===== src/hw/rtl/rrl_ram.sv =====
module rrl_ram #(
   parameter int WIDTH = 8,
   parameter int DEPTH = 16,
   parameter int ADDR_W = (DEPTH > 1) ? $clog2(DEPTH) : 1
) (
   input  logic              clock,
   input  logic              wr_en,
   input  logic [ADDR_W-1:0] wr_addr,
   input  logic [WIDTH-1:0]  wr_data,
   input  logic              rd_en,
   input  logic [ADDR_W-1:0] rd_addr,
   output logic [WIDTH-1:0]  rd_data
);

   logic [WIDTH-1:0] mem_ff [DEPTH];
   logic [WIDTH-1:0] rd_data_ff;

   always_ff @(posedge clock) begin
      if (wr_en) begin
         mem_ff[wr_addr] <= wr_data;
      end
      if (rd_en) begin
         rd_data_ff <= mem_ff[rd_addr];
      end
   end

   assign rd_data = rd_data_ff;

endmodule


===== config.mk =====
export PLATFORM = sky130hd
export DESIGN_NAME = rrl_ram
export DESIGN_NICKNAME = d
export VERILOG_FILES = /design/src/hw/rtl/rrl_ram.sv
export SDC_FILE = /design/constraint.sdc
export NUM_CORES = 1
export LEC_CHECK = 0
export BUFFER_PORTS_ARGS = -buffer_cell sky130_fd_sc_hd__buf_2
export CORE_MARGIN = 5
export CORE_UTILIZATION = 55
export DETAILED_ROUTE_END_ITERATION = 6
export GPL_TIMING_DRIVEN = 0
export PLACE_DENSITY_LB_ADDON = 0.3
export SYNTH_ARGS = -nofsm -noshare
export SYNTH_HDL_FRONTEND = slang
export SYNTH_SLANG_ARGS = --single-unit

===== constraint.sdc =====
create_clock -name clock -period 1.9 [get_ports clock]
set_clock_uncertainty 0.15 [all_clocks]
set_input_delay 0.095 -clock clock [delete_from_list [all_inputs] [get_ports clock]]
set_output_delay 0.095 -clock clock [all_outputs]
set_load 0.03 [all_outputs]

==> results.json <==
{
  "initial_utilization_pct": 56.6,
  "cts_buffers": 17,
  "gp_routability_congestion": 0.708,
  "criticalPathCategory": "in2reg",
  "fp.coreArea_sq_um": 9240,
  "synthTopCellsByCount": "sky130_fd_sc_hd__edfxtp_1 (136), sky130_fd_sc_hd__mux4_2 (18), sky130_fd_sc_hd__a22oi_1 (16)",
  "grt_overflow_total": 0,
  "floorplan.die.height_um": 107,
  "post_synth_inst_count": 229,
  "design.portCount": 27,
  "totalNegativeSetupSlack_ps": 0,
  "comb_power_share_pct": 5.3,
  "mappedNetlistNets": 248,
  "post-route-min-period_ps": 1850,
  "synthesis.yosys.warnings": 0,
  "drt.antenna.violating_nets": 0,
  "ys_types": 18,
  "power_w": 0.00689,
  "syn_to_final_growth_pct": 19.2,
  "most_instantiated_flip_flop_cell_in_the_synthesis_netlist": "sky130_fd_sc_hd__edfxtp_1",
  "cp-startpoint": "wr_addr[0]",
  "clkPwrFrac_pct": 45.4,
  "netlist_area_sq_um": 5230,
  "dieArea_sq_um": 11600,
  "post-synth-top-count-cell": "sky130_fd_sc_hd__edfxtp_1",
  "final_net_count": 305,
  "wl_per_cell_um": 23.6,
  "critical-path-slowest-cell": "sky130_fd_sc_hd__nor3_1",
  "postLayoutCoreUtil_pct": 67.4,
  "hold_path_startpoint": "wr_addr[3]",
  "outcome": "completed",
  "core.rowCount": 35,
  "clk-insertion-delay-late_ps": 510,
  "via_count": 2517,
  "post_synth_main_area_contributors": "sky130_fd_sc_hd__edfxtp_1 (78%), sky130_fd_sc_hd__mux4_2 (7.8%), sky130_fd_sc_hd__mux4_1 (7.0%)",
  "hold_class": "in2reg",
  "cp-end-kind": "flop",
  "cellLeakagePower_nw": 2.09,
  "final_period_util_pct": 97.4,
  "required_ps": 1870,
  "drt_iter0_drcs": 203,
  "num_antenna_cells": 0,
  "ctsHtreeMaxLevel": 4,
  "cts_buffer_depth": 2,
  "async_flop_share_pct": 0,
  "port_buffers": 25,
  "vdd_ir_drop_max_uv": 721,
  "clockRootBuffer": "sky130_fd_sc_hd__clkbuf_8",
  "clkSinkCount": 136,
  "grt_antenna_before_repair": 0,
  "wl_um": 10100,
  "synth_enable_flop_cells": 136,
  "cts_clk_pin_slew_worst_paths_ps": 60,
  "final_layout_size_suffix_gt1_share_pct": 28.1,
  "ys_seq_area_share_pct": 78.1,
  "drt_pass1_iterations": 4,
  "yosys.area.top_type_share_pct": 78.1,
  "number_of_violations_of_the_max_capacitance_limit": 0,
  "final-max-slew-violation-count": 0,
  "final_hold_viol_count": 0,
  "rr_startpoint": "mem_ff[3][7]",
  "synth_seq_cells": 136,
  "arrival_ps": 1820,
  "die_x_um": 107,
  "slew_margin_rel_pct": 18.3,
  "worstPathCellList": "buf_2 -> dlygate4sd3_1 -> nor3_1",
  "grt_use_total_pct": 18.9,
  "highest_attainable_clock_frequency_mhz": 540,
  "setup_violations": 0,
  "worst_margin_pin_slew_ps": 1220,
  "detail_route.drc_violations": 0,
  "grt_max_degree": 17,
  "power.sequential.fraction_pct": 49.3,
  "setup.worst_path.start_class": "input pin",
  "synthDominantAreaCellType": "sky130_fd_sc_hd__edfxtp_1",
  "cpPeakStageDelay_ps": 980,
  "rsz0062_at_grt": "false",
  "power.density_nw_per_um2": 1110,
  "p_switching_w": 0.00138,
  "net_switching_share_of_the_total_power_pct": 20.0,
  "cp_max_fo": 8,
  "synth_area_per_cell_sq_um": 22.8,
  "via_per_inst": 5.88,
  "vias_in_the_first_global_route": 2569,
  "fin_worst_hold_slack_ps": 47.3,
  "global_route_wire_length_before_repair_um": 15100,
  "cts_tree": "built",
  "cellInternalPower_w": 0.00551,
  "dpl.hpwl_um": 5970
}
-- cell families (layout without fill, tap and decap cells) --
logic type	after synthesis	after routing	synth area share [%]
buffers and inverters	10	80	1.65
muxes	32	32	14.8
AOI/OAI and AO/OA	16	16	2.30
and+or+nand+nor	35	35	3.14
DFF	136	136	78.1
-- worst max-delay path, delay by kind of cell --
family	cells	cell delay (ps)
buffers and inverters	2	750
AND/OR/NAND/NOR	1	980
-- metal layers --
| metal | GRT usage (%) | part of all wire, % |
|---|---|---|
| met2 | 29.6 | 50 |
| met4 | 7.75 | 2.0 |
| met3 | 5.16 | 8.0 |
| met5 | 0 | 0 |
| met1 | 25.3 | 40 |
-- layout make-up --
class	count	area, sq um
clock buffers	18	418
repair buffers	38	255
plain buffers	10	86.3
fillers	570	3010
flip-flops and latches	136	4080
multi-input cells	83	1070
well taps	129	161
clock inverters	14	158
-- placed cells by master (no fill, tap or decap) --
cell type / n
sky130_fd_sc_hd__bufinv_16: 3
sky130_fd_sc_hd__mux4_1: 14
sky130_fd_sc_hd__clkinv_4: 3
sky130_fd_sc_hd__nor3_2: 2
sky130_fd_sc_hd__clkinv_2: 3
sky130_fd_sc_hd__nor3_1: 2
sky130_fd_sc_hd__buf_6: 3
sky130_fd_sc_hd__and2b_1: 1
sky130_fd_sc_hd__a22oi_1: 16
sky130_fd_sc_hd__nand2b_1: 2
sky130_fd_sc_hd__edfxtp_1: 136
sky130_fd_sc_hd__and2_1: 1
sky130_fd_sc_hd__clkdlybuf4s25_2: 3
sky130_fd_sc_hd__clkbuf_1: 1
sky130_fd_sc_hd__nor2_1: 13
sky130_fd_sc_hd__clkinv_1: 3
sky130_fd_sc_hd__mux4_2: 18
sky130_fd_sc_hd__clkbuf_16: 16
sky130_fd_sc_hd__nand2_1: 9
sky130_fd_sc_hd__buf_2: 28
sky130_fd_sc_hd__nor2b_1: 1
sky130_fd_sc_hd__nand3_1: 1
sky130_fd_sc_hd__buf_4: 1
sky130_fd_sc_hd__or3b_2: 1
sky130_fd_sc_hd__clkbuf_8: 1
sky130_fd_sc_hd__clkinvlp_4: 2
sky130_fd_sc_hd__nand3b_1: 2
sky130_fd_sc_hd__dlygate4sd3_1: 13
-- stage by stage --
step	instance area (sq um)	cells	setup slack [ps]
after floorplan	5230	229	162
after global placement	5510	383	-399
after detailed placement	5510	383	-464
after CTS	6210	427	2.04
after global routing	6230	428	21.1
final	6230	428	48.7
-- registers in the layout, indices dropped and copies added (netlist names) --
name and cells:
mem_ff 128, rd_data 8
-- what timing repair did --
| item | 4_1_cts | 5_1_grt |
|---|---|---|
| hold buffers | 12 | 1 |
| setup endpoints to repair | 0 | 8 |
| gates resized for setup | 0 | 1 |
| hold endpoints to repair | 152 | 16 |
| buffers inserted | 0 | 0 |
-- power groups by stage --
stage | registers, W | logic, W | clock network, W
final | 0.00340 | 0.000366 | 0.00313
after global routing | 0.00340 | 0.000392 | 0.00333
after CTS | 0.00340 | 0.000366 | 0.00316
after detailed placement | 0.00346 | 0.000343 | 0
after global placement | 0.00345 | 0.000332 | 0
after floorplan | 0.00349 | 0.000171 | 0
-- worst paths after layout --
path                                      to  slack [ps]  depth (start not counted)
worst min-delay path            mem_ff[0][5]          50                          3
worst max register to register    rd_data[7]         120                          3
worst max-delay path            mem_ff[4][6]          50                          3
worst min register to register    rd_data[2]         610                          3
(Power assumes the default switching activity.)
