### config.mk
export PLATFORM = sky130hd
export DESIGN_NAME = rrl_release
export DESIGN_NICKNAME = d
export VERILOG_FILES = /design/src/hw/rtl/rrl_pkg.sv /design/src/hw/rtl/rrl_release.sv
export SDC_FILE = /design/constraint.sdc
export NUM_CORES = 1
export LEC_CHECK = 0
export ABC_AREA = 0
export BUFFER_PORTS_ARGS = -buffer_cell sky130_fd_sc_hd__buf_2
export CAP_MARGIN = 20
export CORE_MARGIN = 5
export CORE_UTILIZATION = 64
export DETAILED_ROUTE_END_ITERATION = 10
export PLACE_DENSITY = 0.9
export SYNTH_ARGS = -nofsm -noshare
export SYNTH_HDL_FRONTEND = slang
export SYNTH_SLANG_ARGS = --single-unit
### constraint.sdc
create_clock -name clock -period 24.2 [get_ports clock]
set_input_delay 2.42 -clock clock [delete_from_list [all_inputs] [get_ports clock]]
set_output_delay 2.42 -clock clock [all_outputs]
set_load 0.005 [all_outputs]
### src/hw/rtl/rrl_pkg.sv
package rrl_pkg;

   localparam int MAX_WINDOW_DEF = 1024;

   localparam int TIME_W = 63;   // arrival and release times, ns
   localparam int MR_W   = 11;   // max_requests
   localparam int PS_W   = 16;   // period_seconds
   localparam int NS_W   = 30;   // one second in ns
   localparam int PNS_W  = PS_W + NS_W;

   localparam int TDATA_W    = 64;
   localparam int CSR_ADDR_W = 1;
   localparam int CSR_DATA_W = 16;

   localparam logic [CSR_ADDR_W-1:0] CSR_MAX_REQUESTS   = 1'b0;
   localparam logic [CSR_ADDR_W-1:0] CSR_PERIOD_SECONDS = 1'b1;

   localparam logic [NS_W-1:0]   NS_PER_SEC = 30'd1000000000;
   localparam logic [TIME_W-1:0] TIME_MAX   = '1;

   // per-transaction control decided on the request side
   typedef struct packed {
      logic window;   // window mode (period_seconds == 1)
      logic pass;     // one of the first requests of the window
      logic fwd;      // ring slot is being written in the same cycle
   } admit_type;

   function automatic logic [TIME_W-1:0] sat_add(input logic [TIME_W-1:0] a,
                                                  input logic [TIME_W-1:0] b);
      logic [TIME_W:0] s;
      s = {1'b0, a} + {1'b0, b};
      return s[TIME_W] ? TIME_MAX : s[TIME_W-1:0];
   endfunction

   function automatic logic [TIME_W-1:0] max2(input logic [TIME_W-1:0] a,
                                               input logic [TIME_W-1:0] b);
      return (a > b) ? a : b;
   endfunction

endpackage

### src/hw/rtl/rrl_release.sv
module rrl_release #(
   parameter int PTR_W = 10
) (
   input  logic                       clock,
   input  logic                       reset,
   input  logic                       accept,
   input  logic [rrl_pkg::TIME_W-1:0] arrival,
   input  rrl_pkg::admit_type         info,
   input  logic [PTR_W-1:0]           addr,
   input  logic [rrl_pkg::TIME_W-1:0] ring_rdata,
   input  logic [rrl_pkg::PNS_W-1:0]  period_ns,
   output logic                       in_ready,
   output logic                       out_valid,
   input  logic                       out_ready,
   output logic [rrl_pkg::TIME_W-1:0] release_time,
   output logic                       ring_we,
   output logic [PTR_W-1:0]           ring_waddr,
   output logic [rrl_pkg::TIME_W-1:0] ring_wdata
);
   import rrl_pkg::*;

   logic              s1_valid_ff, s1_valid_in;
   logic [TIME_W-1:0] s1_arrival_ff;
   admit_type         s1_info_ff;
   logic [PTR_W-1:0]  s1_addr_ff;
   logic              out_valid_ff, out_valid_in;
   logic [TIME_W-1:0] out_time_ff;
   logic [TIME_W-1:0] last_release_ff, next_allowed_ff;

   logic              advance;
   logic [TIME_W-1:0] ring_val, win_rel, sp_rel, rel;

   assign advance  = s1_valid_ff && (!out_valid_ff || out_ready);
   assign in_ready = !s1_valid_ff || advance;

   // slot written by the previous transaction comes from last_release
   assign ring_val = s1_info_ff.fwd ? last_release_ff : ring_rdata;
   assign win_rel  = s1_info_ff.pass ? s1_arrival_ff :
                     max2(max2(sat_add(ring_val, TIME_W'(NS_PER_SEC)), last_release_ff),
                          s1_arrival_ff);
   assign sp_rel   = max2(s1_arrival_ff, next_allowed_ff);
   assign rel      = s1_info_ff.window ? win_rel : sp_rel;

   assign ring_we    = advance && s1_info_ff.window;
   assign ring_waddr = s1_addr_ff;
   assign ring_wdata = rel;

   always_comb begin
      s1_valid_in = s1_valid_ff;
      if (accept) begin
         s1_valid_in = 1'b1;
      end else if (advance) begin
         s1_valid_in = 1'b0;
      end
      out_valid_in = out_valid_ff;
      if (advance) begin
         out_valid_in = 1'b1;
      end else if (out_ready) begin
         out_valid_in = 1'b0;
      end
   end

   always_ff @(posedge clock) begin
      if (reset) begin
         s1_valid_ff     <= 1'b0;
         out_valid_ff    <= 1'b0;
         last_release_ff <= '0;
         next_allowed_ff <= '0;
      end else begin
         s1_valid_ff  <= s1_valid_in;
         out_valid_ff <= out_valid_in;
         if (ring_we) begin
            last_release_ff <= rel;
         end
         if (advance && !s1_info_ff.window) begin
            next_allowed_ff <= sat_add(sp_rel, TIME_W'(period_ns));
         end
      end
   end

   always_ff @(posedge clock) begin
      if (accept) begin
         s1_arrival_ff <= arrival;
         s1_info_ff    <= info;
         s1_addr_ff    <= addr;
      end
      if (advance) begin
         out_time_ff <= rel;
      end
   end

   assign out_valid    = out_valid_ff;
   assign release_time = out_time_ff;

   a_not_early: assert property (@(posedge clock) disable iff (reset)
      advance |-> rel >= s1_arrival_ff)
      else $error("release before arrival");

   a_window_order: assert property (@(posedge clock) disable iff (reset)
      advance && s1_info_ff.window && !s1_info_ff.pass |-> rel >= last_release_ff)
      else $error("window release out of order");

   a_ring_write_valid: assert property (@(posedge clock) disable iff (reset)
      ring_we |-> s1_valid_ff && (!out_valid_ff || out_ready))
      else $error("ring written without a transaction leaving the stage");

   a_no_overrun: assert property (@(posedge clock) disable iff (reset)
      accept |-> !s1_valid_ff || advance)
      else $error("request stage overwritten");

endmodule

==> results of run 1 <==
-- tightest hold or removal path: stages (launching register included) --
cell	delay (ns)
dfxtp_1	0.31
nor2_1	0.09
a211oi_1	0.05
-- power by group --
group	internal (W)	total [W]	leakage, nW	switching [W]
registers	0.000516	0.000553	2.38	0.0000369
clock network	0.000333	0.000534	0.560	0.000201
logic	0.000246	0.000650	8.00	0.000404
-- cell type report --
type                    count  area [sq um]
inverters                 228           856
multi-input cells        1969         13800
repair buffers            348          1800
flip-flops and latches    267          6740
well taps                 448           561
diodes                      4          10.0
clock inverters            17           273
fillers                  2551          8690
clock buffers              39           888
-- worst max-delay path by stage --
| stage | cells past startpoint | slack [ns] | to |
|---|---|---|---|
| after floorplan | 42 | 11.53 | ring_wdata[10] |
| after global placement | 33 | 9.63 | ring_wdata[29] |
| after detailed placement | 34 | 9.48 | ring_wdata[29] |
| after CTS | 36 | 9.41 | ring_wdata[29] |
| after global routing | 36 | 8.53 | ring_wdata[29] |
| final | 34 | 9.09 | ring_wdata[29] |
-- metal layers --
| metal | vias up | GRT usage [%] | part of all wire (%) |
|---|---|---|---|
| met5 | - | 0 | 0.017 |
| met2 | 1404 | 55.0 | 42 |
| met4 | 2 | 9.83 | 2.6 |
| met1 | 10295 | 56.7 | 42 |
| met3 | 149 | 8.66 | 14 |
| li1 | 10013 | - | - |
-- cell families after synthesis --
family / share of synthesized area, %
mux: 7.53
compound gates: 22.8
buf+inv: 6.41
fa+ha+maj: 13.6
flops: 30.8
xor+xnor: 3.72
simple gates: 15.2
-- layout by cell type, fill, tap and decap left out, types with 17 or more instances in the layout --
| cell type | instances |
|---|---|
| a211oi_1 | 129 |
| a21o_1 | 63 |
| a21oi_1 | 238 |
| a221oi_1 | 41 |
| a31oi_1 | 17 |
| buf_2 | 325 |
| buf_4 | 23 |
| clkbuf_16 | 33 |
| dfxtp_1 | 128 |
| edfxtp_1 | 139 |
| ha_1 | 236 |
| inv_1 | 228 |
| mux2_2 | 38 |
| mux2i_1 | 122 |
| nand2_1 | 216 |
| nand3_1 | 47 |
| nand4_1 | 49 |
| nor2_1 | 237 |
| nor2b_1 | 30 |
| nor3_1 | 29 |
| o21ai_0 | 123 |
| xnor2_1 | 55 |
| xor2_1 | 38 |
-- flip-flops by register name, indices dropped and copies added (netlist names) --
signal           flops
ring_waddr          10
out_valid            1
s1_arrival_ff       63
last_release_ff     63
s1_info_ff           3
next_allowed_ff     63
s1_valid_ff          1
release_time        63
-- stage by stage --
stage                     cells  utilization, %  instance area, sq um  hold WS (ns)  power [W]
after global routing       3319            74.1                 24900         0.519    0.00181
after CTS                  3316            74.1                 24900         0.501    0.00171
after global placement     3260            70.7                 23800         0.486    0.00116
after floorplan            2595               -                 21900         0.455   0.000973
final                      3320            74.1                 24900         0.503    0.00174
after detailed placement   3260            70.7                 23800         0.494    0.00118
==> flow_summary.toml, run 1 <==
[clock_tree]
cts_buffer_depth = 3
hold_buffers = 0
numClockSinks = 267
clk_pin_slew_worst_paths_ns = 0.06
cts_resized = 0
cts_setup_buffers = 0
htreeDepth = 1
cts_tree = "built"
clk_latency_ns = 0.57
cts_root_buf = "clkbuf_16"
cts-buffers-inserted = 30

[synthesis]
yosys_warnings = 0
yosysTopAreaCell = "edfxtp_1"
yosys.cell_types.count = 79
yosysMostFrequentCell = "a21oi_1"
ys_seq_area_share_pct = 30.8
synth_area_per_cell_sq_um = 8.44
synth-main-ff-cell = "edfxtp_1"
synth_seq_cells = 267
postSynthCellCount = 2595
yosysTopAreaCellShare_pct = 19.1
synth_edf_count = 139
async_reset_ff_share_pct = 0
netlist_top_cells_count = "239 x a21oi_1, 238 x nor2_1, 236 x ha_1"
yosys-top-cells-area = "edfxtp_1 19%, ha_1 13%, dfxtp_1 12%"
syn_area_sq_um = 21900
synth_nets = 3021

[sta]
setup_violations = 0
timing.final.crit_share_pct = 62.4
worst_pin_slew_ns = 1.11
worst_slew_margin_rel_pct = 25.9
fmax_mhz = 66.2
period_minus_slack_ns = 15.11
drv_slew = 0
report.final.hold_viol_count = 0
skew_ns = 0.0125
rsz0062_at_grt = "no"
timing.setup.tns_ns = 0
timing.final.ws_setup_ns = 9.09

[drt]
drt_first_pass_iters = 6
drt_iter0_drc = 2688
ant_nets = 0
routedWlPerCell_um = 23.1
routed-via-count = 21863
drc = 0
drt-total-wl_um = 76700
vias_per_cell = 6.59

[critical_path]
reg2reg_from = "s1_info_ff[0]"
r2r_cells = 31
cp-startpoint = "ring_rdata[10]"
start_kind = "input port"
cp.arrival_ns = 12.69
crit_buf_inv = 7
required_ns = 21.78
slowest_delay_ns = 0.75
critPathSlowestCell = "buf_4"
timing.rr.end = "release_time[24]"
worst-path-max-fanout = 69
crit_type = "in -> out"
crit_path_frequent_cell = "buf_4"
cp-end-kind = "output pin"
r2r_setup_slack_ns = 12.46
path_delay_family = "compound AO/OA/AOI/OAI gates"

[die]
core_sq_um = 33600
io_pins = 328
die_area_sq_um = 38000
start_util_pct = 65.1
row_count = 67
chipWidth_um = 195
die_y_um = 195

[placed_design]
pre_cts_slack_ns = 9.48
dp_hpwl_um = 59600
routabilityCongestion = 1.00
io_buffers = 327

[hold_path]
hold_class = "reg -> reg"
min_to = "next_allowed_ff[1]"
min_path_cells = 2
hold_start = "next_allowed_ff[1]"

[grt]
grt_pass1_vias = 20224
grt_max_degree = 103
grt_pass1_wl_um = 115000
overflow = 0
antenna_found_initial = 4
track_usage_pct = 37.8

[layout]
drive_gt1_share_pct = 16.3
final_nets = 3270
area_delta_synth_final_pct = 13.8

[pwr]
ir_worst_vdd_uv = 71.6
power_density_nw_per_um2 = 69.7
leakage_nw = 10.9

[flow_run]
drv_cap = 0

[status]
outcome = "finished, final reports clean"
No activity file was read; power rests on OpenSTA's default activity.
==> run 2: changes to the inputs <==
--- a/config.mk
+++ b/config.mk
@@ -9,9 +9,9 @@
 export BUFFER_PORTS_ARGS = -buffer_cell sky130_fd_sc_hd__buf_2
 export CAP_MARGIN = 20
 export CORE_MARGIN = 5
-export CORE_UTILIZATION = 64
+export CORE_UTILIZATION = 53
 export DETAILED_ROUTE_END_ITERATION = 10
-export PLACE_DENSITY = 0.9
+export PLACE_DENSITY = 0.8
 export SYNTH_ARGS = -nofsm -noshare
 export SYNTH_HDL_FRONTEND = slang
 export SYNTH_SLANG_ARGS = --single-unit
==> constraint.sdc (replaced) <==
create_clock -name clock -period 13.1 [get_ports clock]
set_input_delay 1.31 -clock clock [delete_from_list [all_inputs] [get_ports clock]]
set_output_delay 1.31 -clock clock [all_outputs]
set_load 0.005 [all_outputs]
==> run 2 against run 1 <==
Power is 75% higher; hold slack worse by 0.0029 ns; register-to-register slack worse by 9.5 ns; worst setup slack worse by 7.8 ns; die area is 20% higher; cell count is 2.6% higher; core utilization is 13 points lower; critical path type is now reg -> out; critical endpoint is now ring_wdata[21]; highest routed layer is now met4.
==> flow_summary.toml, run 2 (synthesis gave the netlist of run 1 again) <==
[status]
outcome = "finished, final reports clean"

[placed_design]
dp_hpwl_um = 60700
pre_cts_slack_ns = 1.43
routabilityCongestion = 0.991
place_inst = 3348
io_buffers = 327

[drt]
drc = 0
ant_nets = 0
vias_per_cell = 6.26
drt_iter0_drc = 2430
routedWlPerCell_um = 22.4
drt-total-wl_um = 76200
routed-via-count = 21313
drt_first_pass_iters = 6

[critical_path]
cp-startpoint = "s1_info_ff[0]"
reg2reg_from = "s1_info_ff[0]"
critPathSlowestCell = "nor2_1"
start_kind = "register"
crit_path_frequent_cell = "nand4_1"
critPathCapture = "ring_wdata[21]"
timing.rr.end = "last_release_ff[8]"
required_ns = 11.79
crit_type = "reg -> out"
cp.arrival_ns = 10.51
slowest_delay_ns = 0.63
worst-path-max-fanout = 66
cp-end-kind = "output pin"
r2r_setup_slack_ns = 2.98
r2r_cells = 31

[grt]
grt_max_degree = 87
grt_pass1_wl_um = 115000
overflow = 0
grt_pass1_vias = 19946
track_usage_pct = 32.1
antenna_found_initial = 2

[pwr]
power_density_nw_per_um2 = 122
power_frac_comb_pct = 39.0
p_sw_share_pct = 38.3
leakage_nw = 10.9
intPower_w = 0.00188
switching_power_w = 0.00116
power_w = 0.00304
seqPwrFrac_pct = 33.7
clkPwrFrac_pct = 27.4
ir_worst_vdd_uv = 105

[clock_tree]
cts_root_buf = "clkbuf_16"
cts_tree = "built"
cts_setup_buffers = 0
cts_resized = 0
cts-buffers-inserted = 30
clk_latency_ns = 0.58
clk_pin_slew_worst_paths_ns = 0.06
htreeDepth = 1
hold_buffers = 0
cts_buffer_depth = 3
numClockSinks = 267

[sta]
period_minus_slack_ns = 11.82
setup_violations = 0
fmax_mhz = 84.6
timing.setup.tns_ns = 0
worst_pin_slew_ns = 0.929
timing.final.crit_share_pct = 90.2
worst_slew_margin_rel_pct = 38.1
drv_slew = 0
rsz0062_at_grt = "no"
whs_ns = 0.500
timing.final.ws_setup_ns = 1.28
report.final.hold_viol_count = 0
skew_ns = 0.0147

[layout]
mostFrequentLayoutCell = "buf_2"
area.sequential_sq_um = 6740
final_nets = 3274
final_cell_mix = "325 x buf_2, 238 x a21oi_1, 237 x nor2_1"
drive_gt1_share_pct = 16.1
area_delta_synth_final_pct = 13.6
fillers = 3612
fin_cells = 3406
multi_input_area_sq_um = 13800

[hold_path]
hold_class = "reg -> reg"
min_path_cells = 2

[die]
die_y_um = 213
start_util_pct = 53.6
die_area_sq_um = 45500
core_sq_um = 40800
row_count = 74
io_pins = 328
chipWidth_um = 213

[flow_run]
drv_cap = 0
## run 2: cell types whose count changed in the layout (fill, tap and decap cells not counted)
cell | previous run | this run
buf_4 | 23 | 25
clkbuf_8 | 4 | 0
buf_12 | 0 | 2
clkbuf_16 | 33 | 31
clkinv_2 | 3 | 4
diode_2 | 4 | 2
clkinv_1 | 2 | 8
clkinvlp_2 | 0 | 1
bufinv_16 | 7 | 2
clkbuf_1 | 2 | 5
## run 2: worst max-delay path: cells and delay by family (launching register included)
family / cells / cell delay (ns)
simple gates: 17 / 5.35
compound gates: 6 / 1.76
buf+inv: 3 / 0.91
mux: 2 / 0.66
fa+ha+maj: 2 / 0.63
flops: 1 / 0.37
xor+xnor: 1 / 0.19
## run 2: worst min path at each step
stage                         from             endpoint  slack, ns
2_1_floorplan  last_release_ff[62]  last_release_ff[62]       0.46
3_3_place_gp    next_allowed_ff[8]   next_allowed_ff[8]       0.49
3_5_place_dp    next_allowed_ff[6]   next_allowed_ff[6]       0.49
4_1_cts         next_allowed_ff[6]   next_allowed_ff[6]       0.50
5_1_grt        next_allowed_ff[10]  next_allowed_ff[10]       0.51
6_report        next_allowed_ff[6]   next_allowed_ff[6]       0.50
## run 2: cell type report
type	count	share of cell area (%)
Timing Repair Buffer	352	7.46
Inverter	228	3.44
Clock buffer	36	3.20
Clock inverter	20	0.624
Multi-Input combinational cell	1969	55.5
Tap cell	532	2.68
Antenna cell	2	0.0201
Sequential cell	267	27.1
## run 2: power by group through the flow
stage | sequential (W) | combinational (W) | clock, W
4_1_cts | 0.00102 | 0.00116 | 0.000839
2_1_floorplan | 0.00101 | 0.000791 | 0
6_report | 0.00102 | 0.00118 | 0.000833
3_5_place_dp | 0.00104 | 0.00115 | 0
5_1_grt | 0.00103 | 0.00130 | 0.000876
3_3_place_gp | 0.00103 | 0.00112 | 0
## run 2: metrics by stage
| stage | util [%] | cell area, sq um |
|---|---|---|
| 5_1_grt | 60.9 | 24900 |
| 2_1_floorplan | - | 21900 |
| 3_3_place_gp | 58.6 | 23900 |
| 6_report | 60.9 | 24900 |
| 3_5_place_dp | 58.6 | 23900 |
| 4_1_cts | 60.9 | 24900 |
## run 2: metal layers
metal,share of wire (%),global-route usage (%),wire [um]
met1,44,49.4,33800
met2,40,44.9,30700
met3,12,7.14,9300
met4,3.1,9.12,2380
met5,0,0,0
