### config.mk
export PLATFORM = sky130hd
export DESIGN_NAME = rrl_admit
export DESIGN_NICKNAME = d
export VERILOG_FILES = /design/src/hw/rtl/rrl_pkg.sv /design/src/hw/rtl/rrl_admit.sv
export SDC_FILE = /design/constraint.sdc
export NUM_CORES = 1
export LEC_CHECK = 0
export BUFFER_PORTS_ARGS = -buffer_cell sky130_fd_sc_hd__buf_4
export CAP_MARGIN = 10
export CORE_MARGIN = 4
export CORE_UTILIZATION = 45
export DETAILED_ROUTE_END_ITERATION = 7
export PLACE_DENSITY = 0.63
export SKIP_CTS_REPAIR_TIMING = 1
export SYNTH_ARGS = -nofsm -noshare
export SYNTH_HDL_FRONTEND = slang
export SYNTH_SLANG_ARGS = --single-unit
### constraint.sdc
create_clock -name clock -period 6.15 [get_ports clock]
set_clock_uncertainty 0.15 [all_clocks]
set_input_delay 0 -clock clock [delete_from_list [all_inputs] [get_ports clock]]
set_output_delay 0 -clock clock [all_outputs]
set_load 0.01 [all_outputs]
### src/hw/rtl/rrl_pkg.sv
package rrl_pkg;

   localparam int MAX_WINDOW_DEF = 1024;

   localparam int TIME_W = 63;   // arrival and release times, ns
   localparam int MR_W   = 11;   // max_requests
   localparam int PS_W   = 16;   // period_seconds
   localparam int NS_W   = 30;   // one second in ns
   localparam int PNS_W  = PS_W + NS_W;

   localparam int TDATA_W    = 64;
   localparam int CSR_ADDR_W = 1;
   localparam int CSR_DATA_W = 16;

   localparam logic [CSR_ADDR_W-1:0] CSR_MAX_REQUESTS   = 1'b0;
   localparam logic [CSR_ADDR_W-1:0] CSR_PERIOD_SECONDS = 1'b1;

   localparam logic [NS_W-1:0]   NS_PER_SEC = 30'd1000000000;
   localparam logic [TIME_W-1:0] TIME_MAX   = '1;

   // per-transaction control decided on the request side
   typedef struct packed {
      logic window;   // window mode (period_seconds == 1)
      logic pass;     // one of the first requests of the window
      logic fwd;      // ring slot is being written in the same cycle
   } admit_type;

   function automatic logic [TIME_W-1:0] sat_add(input logic [TIME_W-1:0] a,
                                                  input logic [TIME_W-1:0] b);
      logic [TIME_W:0] s;
      s = {1'b0, a} + {1'b0, b};
      return s[TIME_W] ? TIME_MAX : s[TIME_W-1:0];
   endfunction

   function automatic logic [TIME_W-1:0] max2(input logic [TIME_W-1:0] a,
                                               input logic [TIME_W-1:0] b);
      return (a > b) ? a : b;
   endfunction

endpackage

### src/hw/rtl/rrl_admit.sv
module rrl_admit #(
   parameter int MAX_WINDOW = rrl_pkg::MAX_WINDOW_DEF,
   parameter int PTR_W = (MAX_WINDOW > 1) ? $clog2(MAX_WINDOW) : 1
) (
   input  logic                     clock,
   input  logic                     reset,
   input  logic                     accept,
   input  logic                     window_mode,
   input  logic [rrl_pkg::MR_W-1:0] max_requests,
   input  logic                     cfg_clear,
   input  logic                     wr_en,
   input  logic [PTR_W-1:0]         wr_addr,
   output logic [PTR_W-1:0]         rd_addr,
   output rrl_pkg::admit_type       info
);
   import rrl_pkg::*;

   localparam int CNT_W = $clog2(MAX_WINDOW + 1);

   logic [PTR_W-1:0] ptr_ff, ptr_in;
   logic [CNT_W-1:0] seen_ff, seen_in;
   logic [CNT_W-1:0] win_size, p_cur, p_inc, p_next;

   // effective window: zero acts as one, clipped to the ring depth
   always_comb begin
      if (max_requests == '0) begin
         win_size = CNT_W'(1);
      end else if (32'(max_requests) > 32'(MAX_WINDOW)) begin
         win_size = CNT_W'(MAX_WINDOW);
      end else begin
         win_size = CNT_W'(max_requests);
      end
   end

   assign p_cur  = (CNT_W'(ptr_ff) >= win_size) ? '0 : CNT_W'(ptr_ff);
   assign p_inc  = p_cur + CNT_W'(1);
   assign p_next = (p_inc >= win_size) ? '0 : p_inc;

   assign rd_addr     = p_cur[PTR_W-1:0];
   assign info.window = window_mode;
   assign info.pass   = seen_ff < win_size;
   assign info.fwd    = wr_en && (wr_addr == rd_addr);

   always_comb begin
      ptr_in  = ptr_ff;
      seen_in = seen_ff;
      if (cfg_clear) begin
         ptr_in  = '0;
         seen_in = '0;
      end else if (accept && window_mode) begin
         ptr_in = p_next[PTR_W-1:0];
         if (info.pass) begin
            seen_in = seen_ff + CNT_W'(1);
         end
      end
   end

   always_ff @(posedge clock) begin
      if (reset) begin
         ptr_ff  <= '0;
         seen_ff <= '0;
      end else begin
         ptr_ff  <= ptr_in;
         seen_ff <= seen_in;
      end
   end

   a_slot_in_window: assert property (@(posedge clock) disable iff (reset)
      accept && window_mode |-> p_cur < win_size)
      else $error("ring slot outside window");

   a_seen_bounded: assert property (@(posedge clock) disable iff (reset)
      CNT_W'(seen_ff) <= CNT_W'(MAX_WINDOW))
      else $error("seen count beyond ring depth");

   a_clear_restarts: assert property (@(posedge clock) disable iff (reset)
      cfg_clear |=> (seen_ff == '0) && (ptr_ff == '0))
      else $error("window not restarted after max_requests write");

endmodule

==> results of run 1 <==
[power groups by stage]
stage               clock network (mW)  logic (mW)  registers, mW
global placement                     0      0.0656          0.140
floorplan                            0      0.0379          0.140
CTS                             0.0943      0.0662          0.137
detailed placement                   0      0.0657          0.140
finish                          0.0938      0.0661          0.137
global route                     0.103      0.0746          0.137
[critical path, cell delays in order]
cell       delay [ns]
buf_4            0.12
nor4_2           0.30
nand3_1          0.10
o21ai_0          0.22
nand2_1          0.18
ha_1             0.30
and3_1           0.15
a221o_1          0.37
a21oi_1          0.19
a21oi_1          0.10
buf_4            0.22
nor2_1           0.24
ha_1             0.29
and3_1           0.27
nand3_1          0.11
or2_2            0.31
a21oi_1          0.14
ha_1             0.25
and3_1           0.20
a221o_1          0.29
a31oi_1          0.16
o31ai_1          0.10
buf_4            0.18
a2111oi_0        0.48
a21o_1           0.13
[stage by stage]
step	total power [mW]	setup slack (ns)	std cells
after floorplan	0.178	1.02	288
after global placement	0.206	0.674	385
after detailed placement	0.206	0.600	385
after CTS	0.298	0.831	389
after global routing	0.315	0.417	389
final	0.297	0.804	389
[cell usage in the layout (no fill, tap or decap), types with 4 or more instances in the layout]
cell,n
buf_4,42
a21o_1,11
a31oi_1,4
o21ai_0,15
nor3_1,6
xnor2_1,7
o21a_1,4
nand2_1,28
dfxtp_1,21
nand4_1,6
and2_1,10
nor2_1,19
or2_2,4
a21oi_1,19
ha_1,33
or3_1,5
a2111oi_0,4
nor4_1,5
and3_1,12
nand3_1,9
a211oi_1,5
inv_1,7
[worst paths after layout]
path | end | depth (start not counted) | slack, ns
max | ptr_ff[6] | 25 | 0.80
min | seen_ff[2] | 3 | -0.006
max reg2reg | ptr_ff[6] | 20 | 0.88
min reg2reg | seen_ff[10] | 2 | 0.34
[cell families after synthesis]
family / Yosys count / synth area share, %
adders and majority gates: 33 / 18.5
and+or+nand+nor: 116 / 27.4
muxes: 4 / 1.91
AOI/OAI and AO/OA: 84 / 25.7
buffers and inverters: 20 / 3.70
DFF: 21 / 18.8
xor gates and xnor gates: 10 / 3.92
[per-layer routing]
layer  share of wire, %  up-vias  GRT usage [%]
met4               0.82        0           3.67
met1                 53     1032           32.3
li1                   -     1162              -
met2                 40       60           27.7
met3                6.3        7           2.29
met5                  0        -              0
[final cells by class]
| type | instances | area [µm²] |
|---|---|---|
| Clock buffer | 3 | 41.3 |
| Clock inverter | 1 | 5.00 |
| Fill cell | 500 | 2130 |
| Inverter | 8 | 30.0 |
| Multi-Input combinational cell | 247 | 1730 |
| Sequential cell | 21 | 420 |
| Tap cell | 67 | 83.8 |
| Timing Repair Buffer | 42 | 315 |
[state kept, by name (all words and copies together) (netlist names)]
signal / flops
ptr_ff: 10
seen_ff: 11
==> summary.md, run 1 <==
| Metric | Value |
|---|---|
| Status | finished, violations left |
| Failing checks | hold timing |
| Sw Ratio | 29.2% |
| Slew @ Worst Pin | 0.677 ns |
| Synth top area share | 18.8% |
| IO Count | 40 |
| Starting Density | 46.9% |
| DP HPWL | 4780 µm |
| Buffers on Ports | 39 |
| Congestion Overflow GR | 0 |
| Number of buffers created by CTS | 3 |
| GRT Total Usage | 19.9% |
| Synth top area cells | dfxtp_1 19%, ha_1 18%, nand2_1 4.7%, a21oi_1 4.3%, a21o_1 3.7% |
| Mapped Cells | 288 |
| Final Max Tran Viols | 0 |
| Synth Flop Type | dfxtp_1 |
| Worst-skew pair later-pin latency | 0.26 ns |
| HP Class | input pin to flip-flop |
| Fraction of registers with async set/reset | 0% |
| Leakage | 1.18 nW |
| Syn_nets | 348 |
| Drt wl/cell | 15.3 µm |
| WS Path Type | input pin to flip-flop |
| Syn. warnings | 0 |
| Gate power share | 22.3% |
| Clock root buffer | clkbuf_8 |
| Num rows | 25 |
| Crit start category | input pin |
| Tmin final | 5.35 ns |
| Chip width | 78.4 µm |
| Setup TNS Final | 0 ns |
| Required @ worst endpoint | 6.21 ns |
| Post-synthesis cell area | 2230 µm² |
| Clock transition at path regs | 0.08 ns |
| Total Nets Final | 383 |
| FF+latch count, synth | 21 |
| Pwr Density | 113 nW/µm² |
| Worst hold start | reset |
| Avg Cell Area, Syn | 7.75 µm² |
| Total die area | 6150 µm² |
| Max Buffers Root-to-Sink | 2 |
| H-tree levels | 1 |
| Top post-synthesis cells by count | 33 x ha_1, 28 x nand2_1, 21 x dfxtp_1 |
| Clk pwr share | 31.6% |
| Internal power | 210 µW |
| Vias in the first global route | 2063 |
| Die Ht | 78.4 µm |
| Peak supply drop | 0.0000672 V |
| Slew HR | 54.7% |
| FMAX | 0.187 GHz |
| Final hold vios | 2 |
| Final core utilization | 55.2% |
| Number of inserted diodes | 0 |
| Largest net degree at the start of global routing | 23 |
| CTS tree | done |
| Pre-Repair DR Iteration Count | 4 |
| Critical path capture point type | flip-flop |
| Layout area overhead | 17.6% |
| Endpoints failing setup | 0 |
| First-pass GRT wire length | 9960 µm |
| Worst r2r src | ptr_ff[9] |
| Max Cap Viol | 0 |
| Drc violations | 0 |
| Sw Pwr | 86.9 µW |
| Post-synthesis sequential area ratio | 18.8% |
| CTS sink count | 21 |
| Avg Vias per Cell | 5.81 |
| Number of enable flip-flop cells after synthesis | 0 |
| Ratio of cells with drive above 1 in the final layout | 17.7% |
| Crit path launch | max_requests[6] |
| Initial antenna violation count | 0 |
| Min Hold Slack | -0.00621 ns |
| RSZ-0062 raised after global routing | false |
| Number of distinct library cells after synthesis | 53 |
| Core area | 4750 µm² |
| Reg power frac | 46.2% |
| Detail Route Antenna Nets | 0 |
| Yosys top cell by area | dfxtp_1 |
| Placer's final routability congestion estimate | 0.922 |
| Final wirelength | 5960 µm |
| Fin crit share | 86.9% |
| Worst path arrival time | 5.41 ns |
| Crit path max fanout | 22 |
| Placement Cell Area | 2580 µm² |
| Most common cell in the synthesized netlist | ha_1 |
| Design area | 2630 µm² |
| Vias | 2261 |
| Drt first-iter violations | 95 |
Power figures use the tool's default switching activity.
==> run 2, diff against run 1 <==
- CORE_UTILIZATION: 45 -> 40
- PLACE_DENSITY: 0.63 -> 0.56
==> run 2 against run 1 <==
Against the previous run: the flow still finishes with violations (hold timing); clock power rose by 4.3%; register-to-register slack improved by 0.14 ns; critical path depth fell by 4; clock-buffer cell count did not move; sequential share of layout area barely moved; routed wire length rose by 4.3%; non-clock buffer count did not move; via count fell by 0.40%; largest cell class unchanged; largest power group unchanged; highest routed layer unchanged.
==> summary.md, run 2 (synthesis gave the netlist of run 1 again) <==
| Metric | Value |
|---|---|
| Status | finished, violations left (unchanged) |
| Failing checks | hold timing (unchanged) |
| Slew @ Worst Pin | 0.688 ns (was 0.677 ns) |
| FF-to-FF path depth | 21 (was 20) |
| Total die area | 6840 µm² (was 6150 µm²) |
| Max Buffers Root-to-Sink | 2 (unchanged) |
| IO Count | 40 (unchanged) |
| Critical path capture point type | flip-flop (unchanged) |
| Crit start category | flip-flop (was input pin) |
| Placer's final routability congestion estimate | 0.913 (was 0.922) |
| Buffers on Ports | 39 (unchanged) |
| Multi-input combinational cell area | 1730 µm² (unchanged) |
| CP max-delay cell | a2111o_1 (was a2111oi_0) |
| Drt wl/cell | 15.8 µm (was 15.3 µm) |
| Initial antenna violation count | 0 (unchanged) |
| Met2 Resource Use GR | 28.1% (was 27.7%) |
| Core area | 5270 µm² (was 4750 µm²) |
| Setup TNS Final | 0 ns (unchanged) |
| Ratio of cells with drive above 1 in the final layout | 17.7% (unchanged) |
| Largest net degree at the start of global routing | 22 (was 23) |
| Gr busiest metal | met1 (unchanged) |
| Total Nets Final | 383 (unchanged) |
| Min Hold Slack | -0.0105 ns (was -0.00621 ns) |
| Fin crit share | 83.3% (was 86.9%) |
| CP most frequent cell | ha_1 |
| Worst path arrival time | 5.19 ns (was 5.41 ns) |
| Endpoints failing setup | 0 (unchanged) |
| Drt first-iter violations | 119 (was 95) |
| CP top delay family | compound AO/OA/AOI/OAI gates (unchanged) |
| HP Class | input pin to flip-flop (unchanged) |
| Leakage | 1.18 nW (unchanged) |
| Slew HR | 54.0% (was 54.7%) |
| Number of inserted diodes | 0 (unchanged) |
| Crit-path max cell delay | 0.44 ns (was 0.48 ns) |
| Global Route met3 Usage | 2.39% (was 2.29%) |
| Worst r2r src | ptr_ff[0] (was ptr_ff[9]) |
| H-tree levels | 1 (unchanged) |
| Critical path buffers and inverters | 3 (unchanged) |
| Crit path max fanout | 12 (was 22) |
| Worst Setup EP | ptr_ff[6] (unchanged) |
| WS Path Type | flip-flop to flip-flop (was input pin to flip-flop) |
| Storage element area | 420 µm² (unchanged) |
| Vias | 2252 (was 2261) |
| Reg2Reg Capture Point | ptr_ff[6] (unchanged) |
| Fin cells | 392 (was 389) |
| Tmin final | 5.13 ns (was 5.35 ns) |
| Starting Density | 42.4% (was 46.9%) |
| DP HPWL | 4960 µm (was 4780 µm) |
| First-pass GRT wire length | 10000 µm (was 9960 µm) |
| Largest registers | seen_ff x11, ptr_ff x10 (unchanged) |
| Crit path depth | 21 (was 25) |
| Required @ worst endpoint | 6.22 ns (was 6.21 ns) |
| Worst-skew pair later-pin latency | 0.27 ns (was 0.26 ns) |
| GRT Total Usage | 18.8% (was 19.9%) |
| Met1 usage | 29.1% (was 32.3%) |
| CTS sink count | 21 (unchanged) |
| Max reg flops | 11 (unchanged) |
| Clock transition at path regs | 0.09 ns (was 0.08 ns) |
| Vias in the first global route | 2039 (was 2063) |
| Crit path cell chain | inv_1, ha_1, nand2b_1, a2111o_1, a21o_1, a21oi_2, buf_4, and2_1, ha_1, and3_1, nand3_1, or2_2, a21oi_1, ha_1, and3_1, a221o_1, a31oi_1, o31ai_1, buf_4, a2111oi_0, a21o_1 |
| Chip width | 82.7 µm (was 78.4 µm) |
| Layout area overhead | 17.8% (was 17.6%) |
| Number of buffers created by CTS | 3 (unchanged) |
| Final Max Tran Viols | 0 (unchanged) |
| Drc violations | 0 (unchanged) |
| Reg with most FFs | seen_ff (unchanged) |
| Fillers | 551 (was 500) |
| Placed Cells | 388 (was 385) |
| Die Ht | 82.7 µm (was 78.4 µm) |
| Max Cap Viol | 0 (unchanged) |
| Congestion Overflow GR | 0 (unchanged) |
| FMAX | 0.195 GHz (was 0.187 GHz) |
| Pre-Repair DR Iteration Count | 4 (unchanged) |
| Commonest cells after routing, fill and taps aside | 42 x buf_4, 33 x ha_1, 28 x nand2_1, 21 x dfxtp_1 (unchanged) |
| Commonest non-fill, non-tap cell in the layout | buf_4 (unchanged) |
| Clock root buffer | clkbuf_8 (unchanged) |
| Peak supply drop | 0.0000701 V (was 0.0000672 V) |
| Pwr Density | 115 nW/µm² (was 113 nW/µm²) |
| CTS tree | done (unchanged) |
| Crit path launch | ptr_ff[0] (was max_requests[6]) |
| Flop2flop setup slack | 1.02 ns (was 0.88 ns) |
| Detail Route Antenna Nets | 0 (unchanged) |
| RSZ-0062 raised after global routing | false (unchanged) |
| Avg Vias per Cell | 5.74 (was 5.81) |
| Final wirelength | 6210 µm (was 5960 µm) |
| Final hold vios | 2 (unchanged) |
| Num rows | 26 (was 25) |
## run 2: cell type report
cell class | instances | area share (%)
Tap cell | 70 | 3.33
Sequential cell | 21 | 16.0
Clock buffer | 3 | 1.57
Timing Repair Buffer | 42 | 12.0
Multi-Input combinational cell | 247 | 65.8
Clock inverter | 1 | 0.190
Inverter | 8 | 1.14
## run 2: how the worst min path moves through the flow
stage / start / end / slack [ns] / depth (start not counted)
floorplan: window_mode / info[2] / -0.06 / 1
global placement: window_mode / info[2] / 0.04 / 2
detailed placement: window_mode / info[2] / 0.05 / 2
CTS: reset / seen_ff[2] / -0.009 / 3
global route: reset / seen_ff[2] / 0.005 / 3
finish: reset / seen_ff[2] / -0.01 / 3
## run 2: report_power, final
| group | switching [mW] | internal [mW] | total, mW |
|---|---|---|---|
| logic | 0.0378 | 0.0287 | 0.0665 |
| clock network | 0.0525 | 0.0453 | 0.0978 |
| registers | 0.000885 | 0.136 | 0.137 |
| total | 0.0913 | 0.210 | 0.302 |
## run 2: worst register-to-register path, cell delays in order (launching register included)
cell and delay, ns:
dfxtp_1 0.43, inv_1 0.13, ha_1 0.30, nand2b_1 0.14, a2111o_1 0.44, a21o_1 0.22
a21oi_2 0.12, buf_4 0.16, and2_1 0.16, ha_1 0.24, and3_1 0.27, nand3_1 0.11
or2_2 0.31, a21oi_1 0.15, ha_1 0.25, and3_1 0.20, a221o_1 0.29, a31oi_1 0.16
o31ai_1 0.10, buf_4 0.19, a2111oi_0 0.44, a21o_1 0.13
## run 2: through the flow
step	setup WS, ns	hold WS, ns	cell area, µm²	total power, mW	utilization (%)
floorplan	1.02	-0.0582	2230	0.178	-
global placement	0.801	0.0438	2580	0.206	49.0
detailed placement	0.793	0.0456	2580	0.207	49.0
CTS	1.01	-0.00926	2630	0.303	49.9
global route	0.572	0.00531	2630	0.317	49.9
finish	1.02	-0.0105	2630	0.302	49.9
## run 2: per-layer routing
metal	routed length, µm	vias to the layer above
li1	-	1165
met3	276	2
met4	12	0
met5	0	-
met1	3310	1044
met2	2610	41
==> run 3, diff against run 2 <==
- PLACE_DENSITY: 0.56 -> 0.59
- clock period: 6.15 -> 4.5 ns (I/O delays scaled with it)
==> run 3 against run 2 <==
Against the previous run: the flow still finishes with violations (hold timing); largest cell class unchanged; routed wire length grew 16%; final cell count increased by 12%; first-iteration DRC count shrank 27%; critical path depth rose by 3; critical path type is now input pin to flip-flop; register-to-register slack lost 1.0 ns; worst setup slack worse by 1.0 ns.
==> summary.md, run 3 (synthesis gave the netlist of run 1 again) <==
| Metric | Value |
|---|---|
| Status | finished, violations left (unchanged) |
| Failing checks | hold timing (unchanged) |
| Initial antenna violation count | 0 (unchanged) |
| FMAX | 0.223 GHz |
| Congestion Overflow GR | 0 (unchanged) |
| Endpoints failing setup | 0 (unchanged) |
| Setup ws final | 0.00805 ns (was 1.02 ns) |
| IO Count | 40 (unchanged) |
| Fillers | 520 (was 551) |
| Placer's final routability congestion estimate | 0.833 (was 0.913) |
| Total Nets Final | 431 (was 383) |
| Worst-skew pair later-pin latency | 0.27 ns (about the same) |
| Clock transition at path regs | 0.09 ns (about the same) |
| Critical path capture point type | flip-flop (unchanged) |
| First-pass GRT wire length | 11100 µm (was 10000 µm) |
| Required @ worst endpoint | 4.57 ns (was 6.22 ns) |
| Tmin final | 4.49 ns |
| Fin crit share | 99.8% |
| Max Cap Viol | 0 (unchanged) |
| CTS tree | done (unchanged) |
| Vias | 2498 (was 2252) |
| Worst slack at placement | -0.437 ns (was 0.793 ns) |
| Buffers on Ports | 39 (unchanged) |
| Storage element area | 420 µm² (unchanged) |
| Core area | 5270 µm² (unchanged) |
| Total die area | 6840 µm² (unchanged) |
| Pwr Density | 140 nW/µm² (was 115 nW/µm²) |
| Crit path max fanout | 6 (was 12) |
| Slew @ Worst Pin | 0.644 ns (was 0.688 ns) |
| Commonest cells after routing, fill and taps aside | 86 x buf_4, 32 x ha_1, 27 x nand2_1, 21 x dfxtp_1, 17 x nor2_1 (was 42 x buf_4, 33 x ha_1, 28 x nand2_1, 21 x dfxtp_1) |
| Final wirelength | 7220 µm (was 6210 µm) |
| Multi-input combinational cell area | 1970 µm² (was 1730 µm²) |
| Num rows | 26 (unchanged) |
| Max Buffers Root-to-Sink | 2 (unchanged) |
| Largest registers | seen_ff x11, ptr_ff x10 (unchanged) |
| Reg with most FFs | seen_ff (unchanged) |
| Leakage | 1.45 nW (was 1.18 nW) |
| Slew HR | 56.9% (was 54.0%) |
| Final hold vios | 3 (was 2) |
| Die Ht | 82.7 µm (unchanged) |
| Drc violations | 0 (unchanged) |
| Avg Vias per Cell | 5.68 (was 5.74) |
| GRT Total Usage | 21.1% (was 18.8%) |
| Layout area overhead | 44.9% (was 17.8%) |
| Worst path arrival time | 4.56 ns (was 5.19 ns) |
| Pre-Repair DR Iteration Count | 5 (was 4) |
| Final Max Tran Viols | 0 (unchanged) |
| Clock root buffer | clkbuf_8 (unchanged) |
| Commonest non-fill, non-tap cell in the layout | buf_4 (unchanged) |
| Max reg flops | 11 (unchanged) |
| CTS sink count | 21 (unchanged) |
| Detail Route Antenna Nets | 0 (unchanged) |
| Chip width | 82.7 µm (unchanged) |
| Min Hold Slack | -0.0229 ns (was -0.0105 ns) |
| Largest net degree at the start of global routing | 22 (unchanged) |
| RSZ-0062 raised after global routing | true (was false) |
| Number of buffers created by CTS | 3 (unchanged) |
| DP HPWL | 5410 µm (was 4960 µm) |
| HP Class | input pin to flip-flop (unchanged) |
| Crit start category | input pin (was flip-flop) |
| Hold path cells | 3 (unchanged) |
| Drt wl/cell | 16.4 µm (was 15.8 µm) |
| Starting Density | 42.4% (unchanged) |
| Drt first-iter violations | 87 (was 119) |
| Vias in the first global route | 2276 (was 2039) |
| WS Path Type | input pin to flip-flop (was flip-flop to flip-flop) |
| Peak supply drop | 0.000115 V (was 0.0000701 V) |
| Ratio of cells with drive above 1 in the final layout | 36.5% (was 17.7%) |
| H-tree levels | 1 (unchanged) |
| Number of inserted diodes | 0 (unchanged) |
| FF-to-FF path depth | 20 (was 21) |
[run 3: cell count changes in the layout (fill, tap and decap cells not counted), sizes merged]
cell,delta
buf,+47
clkbuf,+1
clkinv,-1
o31ai,+1
[run 3: critical path, cell delays in order]
cell     delay (ns)
buf_6          0.10
nor4_4         0.30
nand3_1        0.12
o21ai_2        0.16
nand2_1        0.10
ha_1           0.28
and3_4         0.15
a221o_1        0.36
and2_4         0.17
a21oi_4        0.11
and2_4         0.17
ha_4           0.13
and3_4         0.21
nand3_2        0.09
or2_4          0.25
a21oi_2        0.11
ha_1           0.25
and3_4         0.16
a221o_1        0.36
a31oi_4        0.22
buf_4          0.16
o31ai_4        0.08
nor4_1         0.28
mux2_2         0.22
[run 3: per-layer routing]
| layer | vias up | share of wire, % | GRT usage, % |
|---|---|---|---|
| met3 | 8 | 4.9 | 2.28 |
| met4 | 0 | 1.3 | 3.10 |
| met1 | 1172 | 50 | 32.6 |
| met5 | - | 0 | 0 |
| met2 | 58 | 44 | 31.5 |
| li1 | 1260 | - | - |
[run 3: path summary, 6_finish.rpt]
| check | from | endpoint | slack (ns) |
|---|---|---|---|
| setup / recovery | max_requests[9] | ptr_ff[4] | 0.008 |
| hold / removal | reset | seen_ff[2] | -0.02 |
| setup reg to reg | ptr_ff[0] | ptr_ff[4] | 0.008 |
| hold reg to reg | seen_ff[10] | seen_ff[10] | 0.34 |
[run 3: cell type report]
cell class              instances  share of cell area (%)
clock buffers                   4                    1.39
multi-input cells             248                    61.0
inverters                       8                   0.928
flip-flops and latches         21                    13.0
repair buffers                 89                    21.0
well taps                      70                    2.71
[run 3: metrics by stage]
stage	power (mW)	instance area, µm²	utilization, %	TNS [ns]	cells
floorplan	0.248	2350	-	-0.415	288
global placement	0.302	2990	56.8	-2.06	429
detailed placement	0.303	2990	56.8	-3.14	429
CTS	0.436	3040	57.6	-1.02	433
global route	0.475	3230	61.4	-1.67	440
finish	0.451	3230	61.4	0	440
[run 3: power by group]
group	leakage [nW]	switching [mW]	internal (mW)
Clock	0.0228	0.0693	0.0633
Combinational	1.26	0.0683	0.0632
Sequential	0.169	0.000842	0.186
Total	1.45	0.139	0.313
